===== src/rtl/pbled_pkg.sv =====
// shared types, constants and a helper function for the led indicator unit
package pbled_pkg;

  localparam int unsigned IDX_W            = 8;
  localparam int unsigned ROW_N            = 4;
  localparam int unsigned LED_W            = ROW_N;
  localparam int unsigned CODE_W           = 4;
  localparam int unsigned CFG_IDX_W        = 2;
  localparam int unsigned CFG_DATA_W       = 1;
  localparam int unsigned BLINK_HALF_DEF   = 50;
  localparam int unsigned DIM_OFF_DEF      = 10;

  localparam logic [IDX_W-1:0] NONE_IDX = 8'hff;

  // configuration register indexes
  localparam logic [CFG_IDX_W-1:0] CFG_PLAIN = 2'd0;
  localparam logic [CFG_IDX_W-1:0] CFG_BAR   = 2'd1;
  localparam logic [CFG_IDX_W-1:0] CFG_ROT   = 2'd2;

  typedef logic [IDX_W-1:0] idx_t;

  typedef enum logic [1:0] {
    LS_OFF   = 2'd0,
    LS_ON    = 2'd1,
    LS_BLINK = 2'd2,
    LS_DIM   = 2'd3
  } led_state_e;

  typedef led_state_e [ROW_N-1:0] row_state_t;

  typedef struct packed {
    logic blink;
    logic dim;
  } phase_t;

  // drive level of one led for its state and the current phases
  function automatic logic led_bit(led_state_e st, phase_t ph, logic dim_off);
    logic v;
    v = 1'b0;
    unique case (st)
      LS_ON:    v = 1'b1;
      LS_BLINK: v = ph.blink;
      LS_DIM:   v = ph.dim & ~dim_off;
      default:  v = 1'b0;
    endcase
    return v;
  endfunction

endpackage


===== src/rtl/pbled_timer.sv =====
// blink and dim phase generators, advanced once per accepted item
module pbled_timer #(
  parameter int unsigned BLINK_HALF_TICKS = pbled_pkg::BLINK_HALF_DEF,
  parameter int unsigned DIM_OFF_TICKS    = pbled_pkg::DIM_OFF_DEF
) (
  input  logic              clk_i,
  input  logic              rst_ni,
  input  logic              adv_i,
  output pbled_pkg::phase_t phase_o
);
  import pbled_pkg::*;

  localparam int unsigned BlinkW = $clog2(BLINK_HALF_TICKS + 1);
  localparam int unsigned DimW   = $clog2(DIM_OFF_TICKS + 1);

  logic [BlinkW-1:0] blink_cnt_q, blink_cnt_d;
  logic [DimW-1:0]   dim_cnt_q, dim_cnt_d;
  logic              blink_q, blink_d;
  logic              dim_q, dim_d;

  always_comb begin
    blink_cnt_d = blink_cnt_q;
    blink_d     = blink_q;
    dim_cnt_d   = dim_cnt_q;
    dim_d       = dim_q;
    if (adv_i) begin
      if (blink_cnt_q == BlinkW'(BLINK_HALF_TICKS - 1)) begin
        blink_cnt_d = '0;
        blink_d     = ~blink_q;
      end else begin
        blink_cnt_d = blink_cnt_q + BlinkW'(1);
      end
      // dim is lit for one tick, then dark for DIM_OFF_TICKS ticks
      if (dim_cnt_q <= DimW'(1)) begin
        dim_d     = ~dim_q;
        dim_cnt_d = dim_q ? DimW'(DIM_OFF_TICKS) : DimW'(1);
      end else begin
        dim_cnt_d = dim_cnt_q - DimW'(1);
      end
    end
  end

  always_ff @(posedge clk_i or negedge rst_ni) begin
    if (!rst_ni) begin
      blink_cnt_q <= '0;
      blink_q     <= 1'b0;
      dim_cnt_q   <= '0;
      dim_q       <= 1'b0;
    end else begin
      blink_cnt_q <= blink_cnt_d;
      blink_q     <= blink_d;
      dim_cnt_q   <= dim_cnt_d;
      dim_q       <= dim_d;
    end
  end

  assign phase_o.blink = blink_q;
  assign phase_o.dim   = dim_q;

endmodule


===== config.mk =====
export PLATFORM = sky130hd
export DESIGN_NAME = pbled_timer
export DESIGN_NICKNAME = d
export VERILOG_FILES = /design/src/rtl/pbled_pkg.sv /design/src/rtl/pbled_timer.sv
export SDC_FILE = /design/constraint.sdc
export NUM_CORES = 1
export LEC_CHECK = 0
export BUFFER_PORTS_ARGS = -buffer_cell sky130_fd_sc_hd__buf_2
export CORE_ASPECT_RATIO = 1.4
export CORE_UTILIZATION = 35
export DETAILED_ROUTE_END_ITERATION = 16
export PLACE_DENSITY = 0.63
export RECOVER_POWER = 50
export SLEW_MARGIN = 10
export SYNTH_ARGS = -nofsm -noshare
export SYNTH_HDL_FRONTEND = slang
export SYNTH_SLANG_ARGS = --single-unit

===== constraint.sdc =====
create_clock -name clk_i -period 1.5 [get_ports clk_i]
set_clock_uncertainty 0.05 [all_clocks]
set_input_delay 0.075 -clock clk_i [delete_from_list [all_inputs] [get_ports clk_i]]
set_output_delay 0.075 -clock clk_i [all_outputs]
set_load 0.02 [all_outputs]

==> run_results.csv <==
group,metric,value,unit
logic_synthesis,seq_area_frac_synth,44.3,%
clock_tree,numCtsBuffers,3,
layout,drive_gt1_share,30.9,%
power_and_ir_drop,peakVddDrop,926,µV
logic_synthesis,ys_top_cells_by_area,"dfrtp_1 (44%), ha_1 (7.4%), o41ai_1 (3.9%)",
sta,rsz0062_at_grt,"true",
logic_synthesis,synth-edff-count,0,
logic_synthesis,syn-cell-area,678,µm²
setup_path,worstSetupStartpointType,"flip-flop",
setup_path,worstPathArrival,1.58,ns
clock_tree,h-tree-depth,1,
routing,drt_first_pass_iters,4,
routing,via_per_inst,5.36,
logic_synthesis,ys_seq_elements,12,
routing,wl,1.26,mm
routing,drtIter0Drc,9,
clock_tree,cts_root_buf,"clkbuf_4",
setup_path,ff2ff_setup_slack,0.03,ns
sta,report.final.slew_viol_count,0,
placed_design,dpl-instance-area,768,µm²
sta,setup_viol,0,
setup_path,cp-end-kind,"flip-flop",
sta,min_period_over_period,98.3,%
global_route,grt_pass1_wl,2.20,mm
setup_path,critical_path.reg2reg.startpoint,"dim_cnt_q[1]",
clock_tree,numClockSinks,12,
sta,period_needed,1.47,ns
setup_path,timing.rr.end,"dim_cnt_q[1]",
layout,nFillCells,192,
outcome,status,"completed",
global_route,grt_max_degree,14,
sta,relSlewSlack,56.2,%
routing,drc,0,
floorplan,die_w,39.2,µm
sta,worst_slew_pin_slew,0.657,ns
layout,nets,90,
logic_synthesis,yosys.area.top_type,"dfrtp_1",
floorplan,rows,18,
clock_tree,cts_tree,"yes",
hold_path,min_path_type,"in2reg",
clock_tree,clockBufferDepth,2,
placed_design,dp_hpwl,919,µm
global_route,antenna_found_initial,0,
setup_path,worstSetupPathType,"reg2reg",
clock_tree,clkLatencyLatePin,0.26,ns
layout,design_area,817,µm²
logic_synthesis,yosys.area.top_type_share,44.3,%
power_and_ir_drop,leakagePower,0.370,nW
routing,vias,541,
setup_path,crit_fanout,4,
sta,tns,0,ns
power_and_ir_drop,powerDensity,2040,nW/µm²
setup_path,rr_worst_depth,5,
global_route,grt_pass1_vias,542,
setup_path,crit_required,1.60,ns
layout,area_delta_synth_final,20.5,%
logic_synthesis,yosysWarningCount,0,
sta,max_freq,0.678,GHz
clock_tree,clk_pin_slew_worst_paths,0.07,ns
sta,hold_viol_final,0,
routing,wl_per_cell,12.4,µm
clock_tree,cts_setup_buffers,0,
logic_synthesis,ys_top_cells_by_count,"dfrtp_1 (12), inv_1 (5), nand2_1 (5), nor2_1 (5), ha_1 (4)",
floorplan,dieHeight,54.1,µm
logic_synthesis,syn-num-nets,74,
placed_design,dp.cells,97,
logic_synthesis,synth.avg_cell_area,10.1,µm²
logic_synthesis,yosysMostFrequentCell,"dfrtp_1",
floorplan,start_util,37.6,%
floorplan,core_area,1800,µm²
hold_path,hold_depth,3,
layout,final_cells,101,
hold_path,hold_end,"dim_cnt_q[2]",
logic_synthesis,synth_cell_type_count,26,
floorplan,dieArea,2120,µm²
routing,antenna_left,0,
global_route,gr-usage-all-layers,15.3,%
setup_path,startpoint,"dim_cnt_q[1]",
logic_synthesis,ys_async_sr_fraction,100,%
placed_design,globalplace.congestion,0.717,
global_route,grt_overflow,0,
logic_synthesis,ys.flop_type,"dfrtp_1",
logic_synthesis,synthCells,67,
job,maxCapViolCount,0,
floorplan,io_pins,5,
hold_path,worstHoldStart,"adv_i",
placed_design,port_buffers,4,
layout,antennaDiodeCount,0,
==> per-stage QoR <==
| stage | hold WS, ns | util (%) | worst slack (ns) | total power [mW] |
|---|---|---|---|---|
| floorplan | -0.271 | - | 0.0167 | 1.14 |
| global placement | -0.0779 | 42.6 | 0.0651 | 1.41 |
| detailed placement | -0.0743 | 42.6 | -0.0128 | 1.43 |
| CTS | 0.149 | 45.3 | 0.0135 | 1.68 |
| global route | 0.183 | 45.3 | -0.0282 | 1.82 |
| finish | 0.158 | 45.3 | 0.0261 | 1.66 |
==> per-layer routing <==
metal / GRT usage, % / share of wire (%)
met2: 26.1 / 52
met5: 0 / 0
met1: 17.4 / 45
met3: 3.72 / 2.3
met4: 7.47 / 0.96
==> power breakdown <==
group | leakage (nW) | total (mW) | switching, mW | internal, mW
Clock | 0.0138 | 0.190 | 0.0974 | 0.0926
Combinational | 0.214 | 0.890 | 0.415 | 0.475
Sequential | 0.143 | 0.584 | 0.115 | 0.468
==> cells by family after synthesis <==
| group | Yosys count | synth area share, % |
|---|---|---|
| AOI/OAI and AO/OA | 15 | 16.2 |
| adders and majority gates | 4 | 7.38 |
| DFF | 12 | 44.3 |
| xor gates and xnor gates | 3 | 3.88 |
| and+or+nand+nor | 22 | 17.7 |
| muxes | 2 | 3.32 |
| buffers and inverters | 9 | 7.19 |
==> layout make-up <==
type / count / area, µm² / share of cell area [%]
multi-input cells: 46 / 347 / 42.4
flip-flops and latches: 12 / 300 / 36.8
inverters: 5 / 18.8 / 2.30
well taps: 20 / 25.0 / 3.06
clock buffers: 3 / 22.5 / 2.76
repair buffers: 15 / 104 / 12.7
==> worst max-delay path by stage <==
stage | to | slack, ns | cells after the start
6_report | dim_cnt_q[1] | 0.03 | 5
5_1_grt | dim_cnt_q[1] | -0.03 | 5
4_1_cts | dim_cnt_q[1] | 0.01 | 5
3_5_place_dp | dim_cnt_q[1] | -0.01 | 5
3_3_place_gp | dim_cnt_q[1] | 0.07 | 5
2_1_floorplan | dim_cnt_q[1] | 0.02 | 5
==> layout by cell type (no fill, tap or decap) <==
cell type	count
o31ai_1	1
o41ai_1	3
clkbuf_4	3
a21o_1	1
a22o_1	2
clkbuf_1	1
ha_2	1
or4_1	1
a21oi_1	3
o21ai_0	2
buf_4	10
nand3_1	3
and3_1	1
mux2_2	2
a211oi_1	1
inv_2	2
o31a_2	1
and4bb_2	1
xnor2_1	3
nor2_1	4
ha_1	2
dfrtp_1	12
nand3b_1	3
inv_1	3
dlygate4sd3_1	1
a31o_1	1
nand2_1	5
nor2_2	1
ha_4	1
nand4_1	2
or3_1	1
buf_2	3
==> critical path: stages (launching register included) <==
cell and delay (ns):
dfrtp_1 0.39, inv_2 0.09, ha_2 0.17, nor2_2 0.05
or4_1 0.39, a31o_1 0.22
==> flip-flops by register name, indices dropped and copies added (netlist names) <==
name         flops
dim_q            1
dim_cnt_q        4
blink_cnt_q      6
blink_q          1
==> what timing repair did <==
| item | CTS | global route |
|---|---|---|
| pin swaps | 1 | 1 |
| hold endpoints to repair | 12 | 0 |
| gates resized for setup | 4 | 2 |
| endpoints found under the setup margin | 1 | 1 |
| hold buffers | 1 | 0 |
Note: power is estimated with default switching activity, not from simulation.
