File: config.mk
export PLATFORM = sky130hd
export DESIGN_NAME = pbled_row
export DESIGN_NICKNAME = d
export VERILOG_FILES = /design/src/rtl/pbled_pkg.sv /design/src/rtl/pbled_row.sv
export SDC_FILE = /design/constraint.sdc
export NUM_CORES = 1
export LEC_CHECK = 0
export BUFFER_PORTS_ARGS = -buffer_cell sky130_fd_sc_hd__buf_2
export CORE_AREA = 4 4 41 43
export DETAILED_ROUTE_END_ITERATION = 8
export DIE_AREA = 0 0 45 47
export PLACE_DENSITY = 0.73
export SYNTH_ARGS = -nofsm -noshare
export SYNTH_HDL_FRONTEND = slang
export SYNTH_SLANG_ARGS = --single-unit
File: constraint.sdc
create_clock -name vclk -period 2.31
set_input_delay 0.462 -clock vclk [all_inputs]
set_output_delay 0.462 -clock vclk [all_outputs]
set_load 0.03 [all_outputs]
File: src/rtl/pbled_pkg.sv
// shared types, constants and a helper function for the led indicator unit
package pbled_pkg;

  localparam int unsigned IDX_W            = 8;
  localparam int unsigned ROW_N            = 4;
  localparam int unsigned LED_W            = ROW_N;
  localparam int unsigned CODE_W           = 4;
  localparam int unsigned CFG_IDX_W        = 2;
  localparam int unsigned CFG_DATA_W       = 1;
  localparam int unsigned BLINK_HALF_DEF   = 50;
  localparam int unsigned DIM_OFF_DEF      = 10;

  localparam logic [IDX_W-1:0] NONE_IDX = 8'hff;

  // configuration register indexes
  localparam logic [CFG_IDX_W-1:0] CFG_PLAIN = 2'd0;
  localparam logic [CFG_IDX_W-1:0] CFG_BAR   = 2'd1;
  localparam logic [CFG_IDX_W-1:0] CFG_ROT   = 2'd2;

  typedef logic [IDX_W-1:0] idx_t;

  typedef enum logic [1:0] {
    LS_OFF   = 2'd0,
    LS_ON    = 2'd1,
    LS_BLINK = 2'd2,
    LS_DIM   = 2'd3
  } led_state_e;

  typedef led_state_e [ROW_N-1:0] row_state_t;

  typedef struct packed {
    logic blink;
    logic dim;
  } phase_t;

  // drive level of one led for its state and the current phases
  function automatic logic led_bit(led_state_e st, phase_t ph, logic dim_off);
    logic v;
    v = 1'b0;
    unique case (st)
      LS_ON:    v = 1'b1;
      LS_BLINK: v = ph.blink;
      LS_DIM:   v = ph.dim & ~dim_off;
      default:  v = 1'b0;
    endcase
    return v;
  endfunction

endpackage

File: src/rtl/pbled_row.sv
// led states of one row of four positions in point or bar mode
module pbled_row (
  input  pbled_pkg::idx_t       now_i,
  input  pbled_pkg::idx_t       pend_i,
  input  pbled_pkg::idx_t       prev_i,
  input  logic                  plain_i,
  input  logic                  bar_i,
  output pbled_pkg::row_state_t state_o,
  output logic                  blink_o
);
  import pbled_pkg::*;

  logic [ROW_N-1:0] blink_pos;

  always_comb begin
    for (int p = 0; p < ROW_N; p++) begin
      blink_pos[p] = 1'b0;
      if (bar_i) begin
        state_o[p] = (IDX_W'(p) <= now_i) ? LS_ON : LS_OFF;
        if (!plain_i && prev_i == IDX_W'(p) && prev_i != now_i) begin
          state_o[p] = LS_DIM;
        end
      end else if (now_i == IDX_W'(p)) begin
        state_o[p] = LS_ON;
      end else if (pend_i == IDX_W'(p)) begin
        state_o[p]   = LS_BLINK;
        blink_pos[p] = 1'b1;
      end else if (prev_i == IDX_W'(p) && !plain_i) begin
        state_o[p] = LS_DIM;
      end else begin
        state_o[p] = LS_OFF;
      end
    end
  end

  assign blink_o = |blink_pos;

endmodule

==> results.cfg, run 1 <==
[outcome]
status = finished, final reports clean

[placement]
dpl.hpwl_mm = 1.30
dp_cells = 121
gp_congestion = 0.800
place_area_sq_um = 729
port_buffers = 35

[sta]
slew_headroom_pct = 76.6
final.min_clock_period_ns = 2.25
fin_setup_tns_ns = 0
fmax_ghz = 0.444
slew_viol_final = 0
worst_slew_pin_slew_ns = 0.350
setup_viol = 0
fin_crit_sh_pct = 97.5
rsz0062_at_grt = yes
finalHoldViolCount = 0

[worst_setup_path]
crit_type = in -> out
cp-endpoint = state_o[4]
required_ns = 1.85
critPathLaunchType = primary input
arrival_ns = 1.79
cp_max_fo = 3
cp-end-kind = output pin
crit_start = prev_i[0]

[synthesis]
ys_types = 33
synth_nets = 92
postSynthAreaPerCell_sq_um = 7.47
syn_area_sq_um = 493
ys_seq_area_share_pct = 0
ys_warn_count = 0
synth_cells = 66

[detailed_routing]
drt_wl_total_mm = 1.66
drt_iter0_markers = 24
vias_per_cell = 5.76
route.vias.total = 703
ant_nets = 0
drt-wirelength-per-cell_um = 13.6
drc = 0
firstDrtPassIters = 4

[power]
p_per_area_mw_per_mm2 = 139
total_power_uw = 107
power.leakage_nw = 0.353
ir_drop_uv = 88.6

[final_layout]
drive_gt1_share_pct = 47.7
multi_input_area_sq_um = 484
seq_area_sq_um = 0
nNetsFinal = 135
clock_buffers = 0
stdcell_area_sq_um = 769
finalNonFillerCells = 122
nFlopsAndLatches = 0
final_core_util_pct = 59.1
area_growth_pct = 56.1
nFillCells = 125
insertedDiodeCount = 0

[floorplanning]
coreArea_sq_mm = 0.00130
fp.dieW_um = 45
initial_core_util_pct = 37.9
die_area_sq_mm = 0.00212
rows = 13
ios = 35
die_h_um = 47

[hold_path]
worstHoldPathType = in -> out
hp-start = pend_i[6]

[cts]
postCtsHoldBufs = 0

[global_route]
antenna_found_initial = 0
grt_max_degree = 11
grt_pass1_wl_mm = 2.66
grt_usage_pct = 15.6
grt_pass1_vias = 655
gr-total-overflow = 0

[job]
maxCapViolCount = 0
layout make-up:
class / count / area share, %
Inverter: 3 / 1.46
Multi-Input combinational cell: 61 / 62.9
Tap cell: 15 / 2.44
Timing Repair Buffer: 43 / 33.2
metal layers:
| layer | wire (um) | part of all wire [%] | track usage, % | up-vias |
|---|---|---|---|---|
| met1 | 675 | 41 | 21.2 | 319 |
| met3 | 138 | 8.3 | 0.383 | 2 |
| met2 | 840 | 51 | 29.1 | 36 |
| li1 | - | - | - | 346 |
| met5 | 0 | 0 | 0 | - |
| met4 | 5 | 0.30 | 0 | 0 |
critical path: stages:
cell and delay (ns):
buf_2 0.13, nor4_1 0.33, buf_4 0.18, nand3_1 0.11
o22a_1 0.19, o221ai_1 0.16, buf_2 0.23
cell usage in the layout (no fill, tap or decap), types with 2 or more instances in the layout:
| cell type | instances |
|---|---|
| o221ai_1 | 2 |
| xnor2_1 | 8 |
| xor2_1 | 2 |
| nor3_4 | 2 |
| nor2_1 | 4 |
| nor4_4 | 2 |
| buf_6 | 2 |
| nand4_1 | 3 |
| nand2_1 | 4 |
| nand3_1 | 6 |
| buf_4 | 10 |
| a311oi_1 | 2 |
| inv_1 | 3 |
| and4_1 | 2 |
| buf_2 | 30 |
| o21ai_0 | 3 |
| o211ai_1 | 3 |
| nor4_1 | 2 |
report_power, final:
part	switching, mW	internal (mW)
registers	0	0
clock network	0	0
logic	0.0590	0.0477
logic make-up (layout without fill, tap and decap cells):
group | Yosys count | after routing | synth area share, %
AND/OR/NAND/NOR | 33 | 33 | 49.5
XOR/XNOR | 10 | 10 | 17.8
multiplexers | 1 | 1 | 2.03
AO/OA/AOI/OAI | 17 | 17 | 26.4
buffers and inverters | 5 | 46 | 4.31
synth_stat cells, drive strengths merged:
library cell	count	area (sq um)
a22oi	1	7.51
or3	1	6.26
a311oi	2	17.5
a21oi	1	5.00
nand4b	1	8.76
a21o	1	7.51
nor2b	1	6.26
buf	2	10.0
o21a	1	7.51
o2bb2ai	1	8.76
o221ai	2	17.5
and3	1	6.26
nor3	2	26.3
o22a	1	8.76
or4	1	11.3
nor4	4	55.1
and4	2	17.5
o21ai	3	15.0
o31ai	1	12.5
xnor2	8	70.1
mux2i	1	10.0
and4b	1	10.0
xor2	2	17.5
or4b	1	10.0
inv	3	11.3
o211ai	3	22.5
nor2	4	15.0
nand4	3	18.8
nand3	6	30.0
nand3b	1	7.51
nand2	4	15.0
how the worst min path moves through the flow:
stage,end,depth (start not counted)
floorplan,blink_o,3
global placement,blink_o,5
detailed placement,blink_o,5
CTS,blink_o,5
global route,blink_o,5
finish,blink_o,5
timing repair:
action | 4_1_cts | 5_1_grt
resized for setup | 0 | 11
setup endpoints to repair | 0 | 4
setup buffers | 0 | 1
per-stage QoR:
step	setup slack (ns)	hold slack, ns
2_1_floorplan	0.0658	1.14
3_3_place_gp	0.0220	1.33
3_5_place_dp	0.0102	1.33
4_1_cts	0.00431	1.33
5_1_grt	-0.0691	1.36
6_report	0.0573	1.33
No activity file was read; power rests on OpenSTA's default activity.
==> run 2: changes to the inputs <==
--- a/config.mk
+++ b/config.mk
@@ -9,6 +9,7 @@
 export CORE_AREA = 4 4 41 43
 export DETAILED_ROUTE_END_ITERATION = 8
 export DIE_AREA = 0 0 45 47
+export GPL_TIMING_DRIVEN = 0
 export PLACE_DENSITY = 0.73
 export SYNTH_ARGS = -nofsm -noshare
 export SYNTH_HDL_FRONTEND = slang
==> results.cfg, run 2 (synthesis gave the netlist of run 1 again) <==
[final_layout]
multi_input_area_sq_um = 512
area_growth_pct = 52.8
nFillCells = 137
insertedDiodeCount = 0
final_core_util_pct = 57.9
mostFrequentLayoutCells = buf_2, xnor2_1, nand3_1
clock_buffers = 0
seq_area_sq_um = 0
drive_gt1_share_pct = 45.0
nNetsFinal = 128
nFlopsAndLatches = 0
layout_commonest_cell = buf_2

[detailed_routing]
ant_nets = 0
drt_iter0_markers = 12
drt_wl_total_mm = 1.62
drt-wirelength-per-cell_um = 14.1
route.vias.total = 666
drc = 0
firstDrtPassIters = 4
vias_per_cell = 5.79

[outcome]
status = finished, final reports clean

[power]
combPwrFrac_pct = 100.0
p_seq_share_pct = 0
clkPwrFrac_pct = 0
power.leakage_nw = 0.323
ir_drop_uv = 87.5
total_power_uw = 107
p_per_area_mw_per_mm2 = 142
p_int_uw = 45.8
p_sw_uw = 61.0
swShare_pct = 57.1

[floorplanning]
die_area_sq_mm = 0.00212
initial_core_util_pct = 37.9
die_h_um = 47
fp.dieW_um = 45
coreArea_sq_mm = 0.00130
ios = 35
rows = 13

[worst_setup_path]
cp-end-kind = output pin
crit_slowest_cell = or4b_4
crit_path_cell_trace = buf_6 > or4b_4 > nor3_4 > nor2b_1 > o31ai_2 > buf_4
cp_max_fo = 3
critPathLaunchType = primary input
crit_type = in -> out
crit_start = plain_i
required_ns = 1.85
arrival_ns = 1.82
cpPeakStageDelay_ns = 0.57

[global_route]
gr-total-overflow = 0
grt_pass1_wl_mm = 2.53
grt_pass1_vias = 601
antenna_found_initial = 0
grt_usage_pct = 15.3
grt_max_degree = 11

[hold_path]
worstHoldPathType = in -> out
hp-start = bar_i
hold-path-cell-count = 3
holdPathEnd = blink_o

[job]
maxCapViolCount = 0

[sta]
worst_slew_pin_slew_ns = 0.330
fin_crit_sh_pct = 98.9
setup_viol = 0
fmax_ghz = 0.438
slew_headroom_pct = 77.9
rsz0062_at_grt = yes
final.min_clock_period_ns = 2.28
slew_viol_final = 0
finalHoldViolCount = 0

[cts]
postCtsHoldBufs = 0

[placement]
port_buffers = 33
gp_congestion = 0.789
dpl.hpwl_mm = 1.28
run 2: worst max-delay path: cells and delay by family:
kind                   cells  cell delay (ns)
AND/OR/NAND/NOR            3             0.86
AO/OA/AOI/OAI              1             0.21
buffers and inverters      2             0.29
run 2: timing repair:
item                                    in CTS  in global routing
pin swaps                                    0                  5
endpoints found under the hold margin        0                  0
gates resized for setup                      2                 18
setup buffers                                0                  1
endpoints found under the setup margin       1                  7
run 2: worst max-delay path by stage:
stage,endpoint,slack [ns],cells after the start
6_report,state_o[3],0.03,6
3_5_place_dp,state_o[4],-0.04,6
2_1_floorplan,state_o[3],0.07,4
3_3_place_gp,state_o[4],-0.02,6
4_1_cts,state_o[3],0.01,6
5_1_grt,state_o[3],-0.04,6
run 2: cell type report:
type,count,area share (%)
multi-input cells,61,67.9
inverters,3,1.50
well taps,15,2.49
repair buffers,34,26.7
plain buffers,2,1.33
run 2: metrics by stage:
stage / cells / instance area (sq um) / setup slack, ns / hold WS (ns) / TNS, ns
after CTS: 114 / 689 / 0.0106 / 1.33 / 0
after floorplan: 66 / 493 / 0.0658 / 1.14 / 0
final: 115 / 753 / 0.0263 / 1.34 / 0
after global routing: 115 / 753 / -0.0430 / 1.38 / -0.0587
after detailed placement: 114 / 677 / -0.0427 / 1.33 / -0.0427
after global placement: 114 / 677 / -0.0199 / 1.34 / -0.0199
run 2: power groups by stage:
stage,Sequential [mW],Clock [mW],Combinational [mW]
2_1_floorplan,0,0,0.0490
3_3_place_gp,0,0,0.0919
3_5_place_dp,0,0,0.0939
4_1_cts,0,0,0.0958
5_1_grt,0,0,0.115
6_report,0,0,0.107
run 2: routing by layer:
layer	vias up	part of all wire, %	wire [um]	track usage [%]
met3	0	5.4	87	0.383
met1	316	41	663	18.2
met2	18	54	867	31.4
met4	0	0	0	0.585
met5	-	0	0	0
li1	332	-	-	-
